===== src/rtl/ldk_pkg.sv =====
// ldk_pkg: shared widths, constants and types for the ladder keypad debouncer
// no dependencies; imported by every module of the block
package ldk_pkg;

    localparam int NUM_BUTTONS = 6;
    localparam int SAMPLE_W    = 12;
    localparam int QUERY_W     = 3;
    localparam int DBC_W       = 4;
    localparam int TICK_W      = 10;
    localparam int HOLD_W      = 32;
    localparam int SECONDS_W   = 23;
    localparam int CFG_IDX_W   = 2;
    localparam int CFG_DATA_W  = 10;

    localparam logic [CFG_IDX_W-1:0] REG_DEBOUNCE = CFG_IDX_W'(0);
    localparam logic [CFG_IDX_W-1:0] REG_TICK     = CFG_IDX_W'(1);

    typedef struct packed {
        logic                   adc_error;
        logic [NUM_BUTTONS-1:0] hit;
        logic [QUERY_W-1:0]     query;
    } item_t;

    typedef struct packed {
        logic                  valid;
        logic [CFG_IDX_W-1:0]  index;
        logic [CFG_DATA_W-1:0] data;
    } cfg_wr_t;

endpackage


===== src/rtl/ldk_front.sv =====
// ldk_front: accepts sample transactions and sorts each sample into a button window
// depends on ldk_pkg; feeds ldk_fifo
module ldk_front (
    input  logic                             s_valid,
    output logic                             s_ready,
    input  logic [ldk_pkg::SAMPLE_W-1:0]     s_adc_sample,
    input  logic                             s_adc_error,
    input  logic [ldk_pkg::QUERY_W-1:0]      s_query_button,
    input  logic                             q_full,
    output logic                             q_push,
    output ldk_pkg::item_t                   q_item
);
    import ldk_pkg::*;

    localparam logic [SAMPLE_W-1:0] NONE_ABOVE = SAMPLE_W'(3500);
    localparam logic [SAMPLE_W-1:0] UP_LO      = SAMPLE_W'(490);
    localparam logic [SAMPLE_W-1:0] UP_HI      = SAMPLE_W'(580);
    localparam logic [SAMPLE_W-1:0] DOWN_LO    = SAMPLE_W'(1180);
    localparam logic [SAMPLE_W-1:0] DOWN_HI    = SAMPLE_W'(1290);
    localparam logic [SAMPLE_W-1:0] LEFT_HI    = SAMPLE_W'(100);
    localparam logic [SAMPLE_W-1:0] RIGHT_LO   = SAMPLE_W'(1880);
    localparam logic [SAMPLE_W-1:0] RIGHT_HI   = SAMPLE_W'(1990);
    localparam logic [SAMPLE_W-1:0] SIDE_LO    = SAMPLE_W'(2700);
    localparam logic [SAMPLE_W-1:0] SIDE_HI    = SAMPLE_W'(2940);

    logic [NUM_BUTTONS-1:0] hit;

    // windows do not overlap, so at most one bit is set
    always_comb begin
        hit    = '0;
        hit[0] = s_adc_sample > NONE_ABOVE;
        hit[1] = (s_adc_sample >= UP_LO) && (s_adc_sample < UP_HI);
        hit[2] = (s_adc_sample >= DOWN_LO) && (s_adc_sample < DOWN_HI);
        hit[3] = s_adc_sample < LEFT_HI;
        hit[4] = (s_adc_sample >= RIGHT_LO) && (s_adc_sample < RIGHT_HI);
        hit[5] = (s_adc_sample >= SIDE_LO) && (s_adc_sample < SIDE_HI);
    end

    assign s_ready         = !q_full;
    assign q_push          = s_valid && !q_full;
    assign q_item.adc_error = s_adc_error;
    assign q_item.hit       = hit;
    assign q_item.query     = s_query_button;

endmodule


===== src/rtl/ldk_fifo.sv =====
// ldk_fifo: short queue of classified transactions between front and back
// depends on ldk_pkg
module ldk_fifo #(
    parameter int DEPTH = 2
) (
    input  logic           aclk,
    input  logic           aresetn,
    input  logic           push,
    input  ldk_pkg::item_t push_item,
    output logic           full,
    input  logic           pop,
    output logic           not_empty,
    output ldk_pkg::item_t pop_item
);
    import ldk_pkg::*;

    localparam int PTR_W = $clog2(DEPTH);
    localparam int CNT_W = $clog2(DEPTH + 1);

    item_t            mem [DEPTH];
    logic [PTR_W-1:0] wr_ptr_reg, rd_ptr_reg;
    logic [CNT_W-1:0] count_reg, count_next;
    logic             do_push, do_pop;

    assign full      = count_reg == CNT_W'(DEPTH);
    assign not_empty = count_reg != '0;
    assign do_push   = push && !full;
    assign do_pop    = pop && not_empty;
    assign pop_item  = mem[rd_ptr_reg];

    always_comb begin
        count_next = count_reg;
        if (do_push && !do_pop) begin
            count_next = count_reg + CNT_W'(1);
        end else if (do_pop && !do_push) begin
            count_next = count_reg - CNT_W'(1);
        end
    end

    always_ff @(posedge aclk) begin
        if (!aresetn) begin
            wr_ptr_reg <= '0;
            rd_ptr_reg <= '0;
            count_reg  <= '0;
        end else begin
            count_reg <= count_next;
            if (do_push) begin
                wr_ptr_reg <= (wr_ptr_reg == PTR_W'(DEPTH - 1)) ? '0 : wr_ptr_reg + PTR_W'(1);
            end
            if (do_pop) begin
                rd_ptr_reg <= (rd_ptr_reg == PTR_W'(DEPTH - 1)) ? '0 : rd_ptr_reg + PTR_W'(1);
            end
        end
    end

    always_ff @(posedge aclk) begin
        if (do_push) begin
            mem[wr_ptr_reg] <= push_item;
        end
    end

endmodule


===== src/rtl/ldk_back.sv =====
// ldk_back: per-button debounce and hold-time state, result build and ms to seconds
// depends on ldk_pkg; drains ldk_fifo and drives the result channel
module ldk_back (
    input  logic                              aclk,
    input  logic                              aresetn,
    input  ldk_pkg::cfg_wr_t                  cfg,
    input  logic                              q_valid,
    input  ldk_pkg::item_t                    q_item,
    output logic                              q_pop,
    output logic                              m_valid,
    input  logic                              m_ready,
    output logic [ldk_pkg::NUM_BUTTONS-1:0]   m_debounced_mask,
    output logic [ldk_pkg::NUM_BUTTONS-1:0]   m_pressed_mask,
    output logic [ldk_pkg::NUM_BUTTONS-1:0]   m_released_mask,
    output logic [ldk_pkg::SECONDS_W-1:0]     m_query_seconds,
    output logic                              m_query_pressed,
    output logic                              m_query_released
);
    import ldk_pkg::*;

    localparam logic [DBC_W-1:0]  DBC_RESET  = DBC_W'(3);
    localparam logic [TICK_W-1:0] TICK_RESET = TICK_W'(50);
    // floor(x / 1000) == (x * ceil(2^41 / 1000)) >> 41 for every 32-bit x
    localparam logic [HOLD_W-1:0] DIV_MUL    = 32'd2199023256;
    localparam int                DIV_SHIFT  = 41;

    logic [DBC_W-1:0]       dbc_reg;
    logic [TICK_W-1:0]      tick_reg;

    logic [NUM_BUTTONS-1:0] stable_reg, stable_next;
    logic [NUM_BUTTONS-1:0] prev_reg, prev_next;
    logic [DBC_W-1:0]       cnt_reg  [NUM_BUTTONS];
    logic [DBC_W-1:0]       cnt_next [NUM_BUTTONS];
    logic [HOLD_W-1:0]      hold_reg  [NUM_BUTTONS];
    logic [HOLD_W-1:0]      hold_next [NUM_BUTTONS];

    logic                   s1_valid_reg;
    logic [NUM_BUTTONS-1:0] s1_dm_reg, s1_pm_reg, s1_rm_reg;
    logic [HOLD_W-1:0]      s1_hold_reg;
    logic                   s1_qp_reg, s1_qr_reg;

    logic                   m_valid_reg;
    logic [NUM_BUTTONS-1:0] m_dm_reg, m_pm_reg, m_rm_reg;
    logic [SECONDS_W-1:0]   m_sec_reg;
    logic                   m_qp_reg, m_qr_reg;

    logic                   s1_ready, s2_ready;
    logic                   q_ok;
    logic [HOLD_W-1:0]      q_hold;
    logic [2*HOLD_W-1:0]    prod;

    assign s2_ready = !m_valid_reg || m_ready;
    assign s1_ready = !s1_valid_reg || s2_ready;
    assign q_pop    = q_valid && s1_ready;

    // debounce and hold update, all buttons side by side
    always_comb begin
        logic [DBC_W:0]  inc;
        logic [DBC_W-1:0] c;
        logic [HOLD_W:0] sum;
        stable_next = stable_reg;
        prev_next   = prev_reg;
        inc         = '0;
        c           = '0;
        sum         = '0;
        for (int i = 0; i < NUM_BUTTONS; i++) begin
            cnt_next[i]  = cnt_reg[i];
            hold_next[i] = hold_reg[i];
        end
        if (!q_item.adc_error) begin
            for (int i = 0; i < NUM_BUTTONS; i++) begin
                if (q_item.hit[i] == stable_reg[i]) begin
                    cnt_next[i] = '0;
                end else begin
                    inc = {1'b0, cnt_reg[i]} + (DBC_W+1)'(1);
                    c   = inc[DBC_W] ? '1 : inc[DBC_W-1:0];
                    if (c >= dbc_reg) begin
                        prev_next[i]   = stable_reg[i];
                        stable_next[i] = q_item.hit[i];
                        cnt_next[i]    = '0;
                    end else begin
                        cnt_next[i]    = c;
                    end
                end
                sum = {1'b0, hold_reg[i]} + (HOLD_W+1)'(tick_reg);
                if (stable_next[i]) begin
                    hold_next[i] = sum[HOLD_W] ? '1 : sum[HOLD_W-1:0];
                end else begin
                    hold_next[i] = '0;
                end
            end
        end
    end

    assign q_ok   = q_item.query < QUERY_W'(NUM_BUTTONS);
    assign q_hold = q_ok ? hold_next[q_item.query] : '0;
    assign prod   = s1_hold_reg * DIV_MUL;

    always_ff @(posedge aclk) begin
        if (!aresetn) begin
            dbc_reg      <= DBC_RESET;
            tick_reg     <= TICK_RESET;
            stable_reg   <= '0;
            prev_reg     <= '0;
            s1_valid_reg <= 1'b0;
            m_valid_reg  <= 1'b0;
            for (int i = 0; i < NUM_BUTTONS; i++) begin
                cnt_reg[i]  <= '0;
                hold_reg[i] <= '0;
            end
        end else begin
            if (cfg.valid) begin
                unique case (cfg.index)
                    REG_DEBOUNCE: dbc_reg  <= cfg.data[DBC_W-1:0];
                    REG_TICK:     tick_reg <= cfg.data[TICK_W-1:0];
                    default: ;
                endcase
            end
            if (q_pop) begin
                stable_reg <= stable_next;
                prev_reg   <= prev_next;
                for (int i = 0; i < NUM_BUTTONS; i++) begin
                    cnt_reg[i]  <= cnt_next[i];
                    hold_reg[i] <= hold_next[i];
                end
            end
            if (s1_ready) begin
                s1_valid_reg <= q_valid;
            end
            if (s2_ready) begin
                m_valid_reg <= s1_valid_reg;
            end
        end
    end

    always_ff @(posedge aclk) begin
        if (q_pop) begin
            s1_dm_reg   <= stable_next;
            s1_pm_reg   <= stable_next & ~prev_next;
            s1_rm_reg   <= ~stable_next & prev_next;
            s1_hold_reg <= q_hold;
            s1_qp_reg   <= q_ok && stable_next[q_item.query] && !prev_next[q_item.query];
            s1_qr_reg   <= q_ok && !stable_next[q_item.query] && prev_next[q_item.query];
        end
        if (s2_ready && s1_valid_reg) begin
            m_dm_reg  <= s1_dm_reg;
            m_pm_reg  <= s1_pm_reg;
            m_rm_reg  <= s1_rm_reg;
            m_sec_reg <= prod[DIV_SHIFT +: SECONDS_W];
            m_qp_reg  <= s1_qp_reg;
            m_qr_reg  <= s1_qr_reg;
        end
    end

    assign m_valid          = m_valid_reg;
    assign m_debounced_mask = m_dm_reg;
    assign m_pressed_mask   = m_pm_reg;
    assign m_released_mask  = m_rm_reg;
    assign m_query_seconds  = m_sec_reg;
    assign m_query_pressed  = m_qp_reg;
    assign m_query_released = m_qr_reg;

    // held time only accumulates on a committed press
    a_hold_needs_press: assert property (@(posedge aclk) disable iff (!aresetn)
        (hold_reg[0] != '0) |-> stable_reg[0])
        else $error("hold time on a released button");

    // debounce state moves only when a transaction leaves the queue
    a_state_on_pop: assert property (@(posedge aclk) disable iff (!aresetn)
        !q_pop |=> ($stable(stable_reg) && $stable(prev_reg)))
        else $error("debounce state changed without a transaction");

    // a stalled first stage never takes another transaction
    a_no_pop_when_blocked: assert property (@(posedge aclk) disable iff (!aresetn)
        (s1_valid_reg && !s2_ready) |-> !q_pop)
        else $error("transaction popped into a blocked stage");

    // pressed and released levels exclude each other
    a_press_release_excl: assert property (@(posedge aclk) disable iff (!aresetn)
        s1_valid_reg |-> ((s1_pm_reg & s1_rm_reg) == '0))
        else $error("button both pressed and released");

endmodule


===== src/rtl/ladder_keypad_debouncer.sv =====
// ladder_keypad_debouncer: top level of the resistor-ladder keypad debouncer
// depends on ldk_pkg, ldk_front, ldk_fifo and ldk_back
//
// One transaction per cycle is sustained in both directions while m_ready stays high.
// A sample is taken whenever s_ready is high (the queue has room); its result is held
// in the queue while the debounce and hold update is worked out, then registered in
// the first stage, and registered once more with m_valid after the reciprocal multiply
// that turns milliseconds into whole seconds. The queue (FIFO_DEPTH entries) absorbs
// stalls on the result side. Configuration writes are always taken (cfg_ready is
// tied high) and take effect for every sample that leaves the queue after the write.
module ladder_keypad_debouncer #(
    parameter int FIFO_DEPTH = 2
) (
    input  logic                               aclk,
    input  logic                               aresetn,
    input  logic                               s_valid,
    output logic                               s_ready,
    input  logic [ldk_pkg::SAMPLE_W-1:0]       s_adc_sample,
    input  logic                               s_adc_error,
    input  logic [ldk_pkg::QUERY_W-1:0]        s_query_button,
    output logic                               m_valid,
    input  logic                               m_ready,
    output logic [ldk_pkg::NUM_BUTTONS-1:0]    m_debounced_mask,
    output logic [ldk_pkg::NUM_BUTTONS-1:0]    m_pressed_mask,
    output logic [ldk_pkg::NUM_BUTTONS-1:0]    m_released_mask,
    output logic [ldk_pkg::SECONDS_W-1:0]      m_query_seconds,
    output logic                               m_query_pressed,
    output logic                               m_query_released,
    input  logic                               cfg_valid,
    output logic                               cfg_ready,
    input  logic [ldk_pkg::CFG_IDX_W-1:0]      cfg_index,
    input  logic [ldk_pkg::CFG_DATA_W-1:0]     cfg_data
);
    import ldk_pkg::*;

    logic    q_full, q_push, q_pop, q_valid;
    item_t   push_item, pop_item;
    cfg_wr_t cfg;

    assign cfg_ready = 1'b1;
    assign cfg.valid = cfg_valid;
    assign cfg.index = cfg_index;
    assign cfg.data  = cfg_data;

    ldk_front u_front (
        .s_valid        (s_valid),
        .s_ready        (s_ready),
        .s_adc_sample   (s_adc_sample),
        .s_adc_error    (s_adc_error),
        .s_query_button (s_query_button),
        .q_full         (q_full),
        .q_push         (q_push),
        .q_item         (push_item)
    );

    ldk_fifo #(
        .DEPTH (FIFO_DEPTH)
    ) u_fifo (
        .aclk      (aclk),
        .aresetn   (aresetn),
        .push      (q_push),
        .push_item (push_item),
        .full      (q_full),
        .pop       (q_pop),
        .not_empty (q_valid),
        .pop_item  (pop_item)
    );

    ldk_back u_back (
        .aclk             (aclk),
        .aresetn          (aresetn),
        .cfg              (cfg),
        .q_valid          (q_valid),
        .q_item           (pop_item),
        .q_pop            (q_pop),
        .m_valid          (m_valid),
        .m_ready          (m_ready),
        .m_debounced_mask (m_debounced_mask),
        .m_pressed_mask   (m_pressed_mask),
        .m_released_mask  (m_released_mask),
        .m_query_seconds  (m_query_seconds),
        .m_query_pressed  (m_query_pressed),
        .m_query_released (m_query_released)
    );

endmodule

===== config.mk =====
export PLATFORM = sky130hd
export DESIGN_NAME = ladder_keypad_debouncer
export DESIGN_NICKNAME = d
export VERILOG_FILES = /design/src/rtl/ldk_pkg.sv /design/src/rtl/ldk_front.sv /design/src/rtl/ldk_fifo.sv /design/src/rtl/ldk_back.sv /design/src/rtl/ladder_keypad_debouncer.sv
export SDC_FILE = /design/constraint.sdc
export NUM_CORES = 2
export LEC_CHECK = 0
export BUFFER_PORTS_ARGS = -buffer_cell sky130_fd_sc_hd__clkbuf_2
export CAP_MARGIN = 20
export CORE_UTILIZATION = 50
export CTS_BUF_LIST = sky130_fd_sc_hd__clkbuf_4
export CTS_CLUSTER_DIAMETER = 120
export DETAILED_ROUTE_END_ITERATION = 10
export PLACE_DENSITY = 0.74
export RECOVER_POWER = 100
export SLEW_MARGIN = 20
export SYNTH_ARGS = -nofsm -noshare
export SYNTH_HDL_FRONTEND = slang
export SYNTH_HIERARCHICAL = 1
export SYNTH_SLANG_ARGS = --single-unit
export TNS_END_PERCENT = 10

===== constraint.sdc =====
create_clock -name aclk -period 6.4 [get_ports aclk]
set_clock_uncertainty 0.15 [all_clocks]
set_input_delay 0.96 -clock aclk [delete_from_list [all_inputs] [get_ports aclk]]
set_output_delay 0.96 -clock aclk [all_outputs]
set_load 0.005 [all_outputs]

# Word-level counts from Yosys, hierarchy flattened
# Memory sizes are Yosys's and may differ from the RTL's. A register that Yosys moved wholly into a read port is not among the register bits.
# Index checks and enable logic that the tools add are counted.
[word_totals]
mem_bits_rw = 236
regBits = 127
output_inout_bits = 46
mem_count = 3
wordCells = 209
input_bits = 33
[op_classes]
bitwise_logic = 17
magnitude_cmp = 19
n_eq_ne = 8
mul = 1
n_mux = 95
addsub = 16
n_reduce_logical = 29
[mem_list]
columns = ["name", "depth", "width", "read_ports", "rd_ports_with_merged_regs", "write_ports", "line_no", "text"]
rows = [
  ["u_back.hold_reg", 6, 32, 6, 0, 6, "ldk_back.sv:34", "logic [HOLD_W-1:0] hold_reg [NUM_BUTTONS];"],
  ["u_back.cnt_reg", 6, 4, 6, 0, 6, "ldk_back.sv:32", "logic [DBC_W-1:0] cnt_reg [NUM_BUTTONS];"],
  ["u_fifo.mem", 2, 10, 1, 1, 1, "ldk_fifo.sv:20", "item_t mem [DEPTH];"],
]
[op_table]
columns = ["cell", "n"]
rows = [
  ["$mux 32", 20],
  ["$add 32x10->33", 6],
  ["$mux 192", 1],
  ["$bmux 32 s3", 1],
  ["$mux 4", 24],
  ["$mul 32x29->61 const B", 1],
  ["$mux 1", 42],
  ["$add 4x1->5 const B", 6],
  ["$ge 12x11->1 const B", 2],
  ["$ge 4x4->1", 6],
  ["$lt 12x11->1 const B", 2],
  ["$mux 24", 1],
  ["$logic_and 1x1->1", 15],
  ["$and 6x6->6", 2],
  ["$ge 12x12->1 const B", 1],
  ["$ge 12x9->1 const B", 1],
  ["$gt 12x12->1 const B", 1],
  ["$lt 12x10->1 const B", 1],
  ["$lt 12x12->1 const B", 1],
  ["$lt 12x7->1 const B", 1],
  ["$mux 6", 2],
  ["$not 6->6", 2],
  ["$or 1x1->1", 12],
  ["$logic_not 1->1", 7],
  ["16 further kinds", 27],
]

# Logic depth before layout (Yosys ltp)
# An unclocked memory read counts as a cell.
[depth]
word_depth = 13
ltp_mapped = 24
mapped_depth_nobuf = 24

# By module
# The synthesis kept the hierarchy.
[by_module_without_submodules]
columns = ["mod", "seq_area_each_um2", "cells_per_inst", "instances", "area_per_inst_um2"]
rows = [
  ["ldk_back", 9899.5, 3934, 1, 37009.2],
  ["ldk_fifo", 700.7, 57, 1, 948.4],
  ["ldk_front", 0.0, 50, 1, 351.6],
  ["ladder_keypad_debouncer", 0.0, 2, 1, 11.3],
]

# Worst setup path after synthesis
# OpenSTA, ideal clock, no wires.
[synth_timing]
path_type = "register to register"
start = "register u_back.s1_hold_reg[23]"
end = "register u_back.m_sec_reg[21], in the netlist u_back/m_query_seconds[21] (data pin)"
setup_slack_ps = -565
path_buffers = 0
period_less_slack_ps = 6965
path_stages_with_launch = 25
required_ps = 6113
arrival_ps = 6677
cell_sequence = "edfxtp_1 -> ha_1 -> fa_1 -> fa_1 -> inv_1 -> fa_1 -> inv_1 -> fa_1 -> inv_1 -> fa_1 -> inv_1 -> fa_1 -> inv_1 -> fa_1 -> inv_1 -> ha_1 -> nand2_1 -> o21ai_0 -> a41oi_1 -> nor3_1 -> o2111ai_1 -> nand2_1 -> a31oi_2 -> or4b_2 -> nand4_1"
[synth_via]
elab_chain_cells = 1
[synth_lines]
columns = ["element", "line_no", "text"]
rows = [
  ["start: declaration", "ldk_back.sv:39", "logic [HOLD_W-1:0] s1_hold_reg;"],
  ["start signal: assignment", "ldk_back.sv:141", "s1_hold_reg <= q_hold;"],
  ["$mul 32x29->61", "ldk_back.sv:97", "assign prod = s1_hold_reg * DIV_MUL;"],
  ["via u_back.prod[62]", "ldk_back.sv:50", "logic [2*HOLD_W-1:0] prod;"],
  ["end signal: assignment", "ldk_back.sv:149", "m_sec_reg <= prod[DIV_SHIFT +: SECONDS_W];"],
  ["end: declaration", "ldk_back.sv:44", "logic [SECONDS_W-1:0] m_sec_reg;"],
]
# The timed path passes the listed nets, and every way through them passes these cells.
# A chain may end at the register's enable or synchronous reset.

# Worst setup path after layout
[layout_timing]
start = "register u_back.s1_hold_reg[8]"
end = "register u_back.m_sec_reg[21], in the netlist u_back/m_query_seconds[21] (data pin)"
# The elaborated chain is that of the path after synthesis.

==> impl_results.md <==
- CTS tree: built
- Sequential-to-total area share from yosys stat: 27.7%
- Number of global-route vias before repair: 32200
- Largest register FFs: 192
- Die H: 279 um
- Mux contribution to synthesized area: 0.927%
- First-pass iteration count of the detailed router: 6
- Startpoint Class: flop
- Worst path arrival time: 7670 ps
- Net count after synthesis: 4859
- Synth Register Bits: 364
- First-pass GRT wire length: 178000 um
- Main combinational cell family by area after synthesis: adder cells
- Die ar.: 77800 um2
- Top FF cell, synth: edfxtp_1
- # setup viols final: 25
- CP Capture Type: flop
- WHS: 75.0 ps
- Finished Layout Cells: 5482
- EDFF count, synth: 331
- Worst-path cell chain: buf_4 -> ha_4 -> fa_2 -> fa_1 -> inv_2 -> fa_1 -> inv_2 -> fa_1 -> fa_1 -> fa_1 -> inv_2 -> fa_1 -> inv_2 -> ha_4 -> nand4_1 -> nor3_2 -> nand3_1 -> a21oi_4 -> o2111ai_4 -> nand2_2 -> a31oi_4 -> buf_4 -> or4b_4 -> nand4_1
- Antenna-violating nets left: 0
- Max-cap violations: 10
- Cell area after synthesis: 38300 um2
- Crit share post-route: 110%
- Cells after Synth: 4043
- Commonest non-fill, non-tap cells in the layout: 561 x inv_1, 426 x ha_1, 331 x edfxtp_1
- Async SR Flop Fraction: 0%
- Post-synthesis simple-gate area fraction: 13.2%
- Compound-cell area share of the yosys netlist: 17.7%
- Grt total ovfl: 0
- Relative slew slack: -158%
- Slowest stage delay, CP: 570 ps
- RSZ-0062 raised after global routing: true
- Post-synthesis adder-cell area fraction: 31.5%
- Worst hold path type: in -> reg
- CP required: 7060 ps
- Latest clock arrival within the worst-skew pair: 960 ps
- Initial antenna violation count: 6
- Final Hold Viols: 0
- Layout cells sized above 1: 15.3%
- Via count: 32900
- Crit Path Category: reg -> reg
- Clock Sinks: 364
- Port-buffer cells: 77
- Cell row count: 101
- Fmax: 143 MHz
- Worst-path fanout max: 4
- Remaining DRCs: 0
- Final Max Tran Viols: 424
- P&R area growth vs syn: 14.4%
- Failing checks: capacitance limit, slew limit, setup timing
- RD Place Congestion: 0.991
- Reg clk slew, reported paths: 80 ps
- CP most frequent cell: fa_1
- Post-Syn Area per Cell: 9.48 um2
- GRT Total Usage: 29.4%
- Crit path max-delay cell type: fa_1
- Commonest non-fill, non-tap cell in the layout: inv_1
- Iter 0 DRT Violations: 3364
- Actual slew at the worst max-slew pin: 3870 ps
- Final net count: 5171
- Core Area: 75900 um2
- CTS buffer count: 103
- Post-DP HPWL: 87300 um
- Outcome: finished, violations left
- I/O Pins: 79
- H-tree Lvls: 3
- Reg2Reg Setup Slack: -610 ps
- DR vias/cell: 6.00
- Min cycle time layout: 7010 ps
- Post-synthesis xor/xnor area fraction: 1.53%
- Detailed Route WL: 114000 um
- Place WS: -839 ps
- Smallest setup slack after layout: -614 ps
- Total placed cells including tap cells: 5236
- Synth cell types: 111
- CTS root buf: clkbuf_4
- Initial Utilization: 50.5%
- Routed WL per cell: 20.8 um
- Die Wd: 279 um
- Yosys warning count: 6
- Largest net degree at the start of global routing: 78
- Worst-case clock buffer depth: 3
cell type report:
class                           count  area (um2)
Multi-Input combinational cell   2951       25800
Inverter                          583        2190
Tap cell                         1030        1290
Clock inverter                     38         233
Sequential cell                   364       10600
Clock buffer                      156        1170
Fill cell                        6459       32100
Antenna cell                        8        20.0
Timing Repair Buffer              352        2510
final timing paths:
path | endpoint | start | depth (start not counted)
setup / recovery | u_back/m_query_seconds[21] | u_back/s1_hold_reg[8] | 24
hold / removal | u_back/tick_reg[5] | cfg_data[5] | 3
setup reg to reg | u_back/m_query_seconds[21] | u_back/s1_hold_reg[8] | 24
hold reg to reg | u_back/m_pressed_mask[4] | u_back/s1_pm_reg[4] | 0
routing by layer:
layer	share of wire (%)	up-vias	routed length, um	global-route usage, %
met5	0.027	-	31	0
met4	5.8	4	6670	15.2
met3	8.6	354	9820	5.39
met2	45	1583	50800	45.7
met1	41	15900	46900	39.1
li1	-	15100	-	-
critical path: cells and delay by family (launching register included):
family                   cells  cell delay [ps]
AO/OA/AOI/OAI                3              550
adder cells (fa/ha/maj)      9             3980
buffers and inverters        6              510
flip-flops                   1              460
AND/OR/NAND/NOR              6             1300
what timing repair did:
item,in CTS,in global routing
hold buffers,4,0
gates resized for setup,53,19
setup endpoints to repair,22,23
pin swaps,61,28
buffers inserted,34,7
endpoints found under the hold margin,8,0
cell families (layout without fill, tap and decap cells):
kind of cell,after synthesis,in the layout
AO/OA/AOI/OAI,1051,1051
XOR/XNOR,67,67
adder cells (fa/ha/maj),783,783
buffers and inverters,728,1129
flip-flops,364,364
multiplexers,32,32
other,1,9
AND/OR/NAND/NOR,1017,1017
metrics by stage:
stage | utilization (%) | setup TNS (ps) | instance area (um2)
finish | 57.7 | -10030 | 43800
detailed placement | 55.2 | -12110 | 41900
CTS | 57.8 | -8110 | 43900
global route | 57.7 | -19840 | 43800
global placement | 55.2 | -10690 | 41900
floorplan | - | -7890 | 39100
Yosys cell counts (18+ instances only):
cell      number  area [um2]
mux2_2        18         203
dfxtp_1       33         661
o21ai_0      226        1130
nand2b_1      33         206
fa_1         304        6090
xnor2_1       29         254
a22oi_1       43         323
nor2_1       279        1050
and3_1        44         275
ha_1         479        5990
nand2_1      237         890
a31oi_1       31         194
a21o_1        83         623
buf_2         22         110
a211oi_1      35         263
nor4_1        20         125
o21ai_1       29         145
clkbuf_1      96         360
inv_1        582        2180
and2_1        72         450
edfxtp_1     331        9940
o22ai_1       23         144
o211ai_1      30         225
xor2_1        38         333
nor3_1        72         360
a21oi_1      301        1510
nand3_1       81         405
nand4_1       50         313
o21a_1        36         270
nor2b_1       35         219
Power is not shown: default switching activity piles up to over one toggle a cycle in this logic, so the estimate is an artifact.
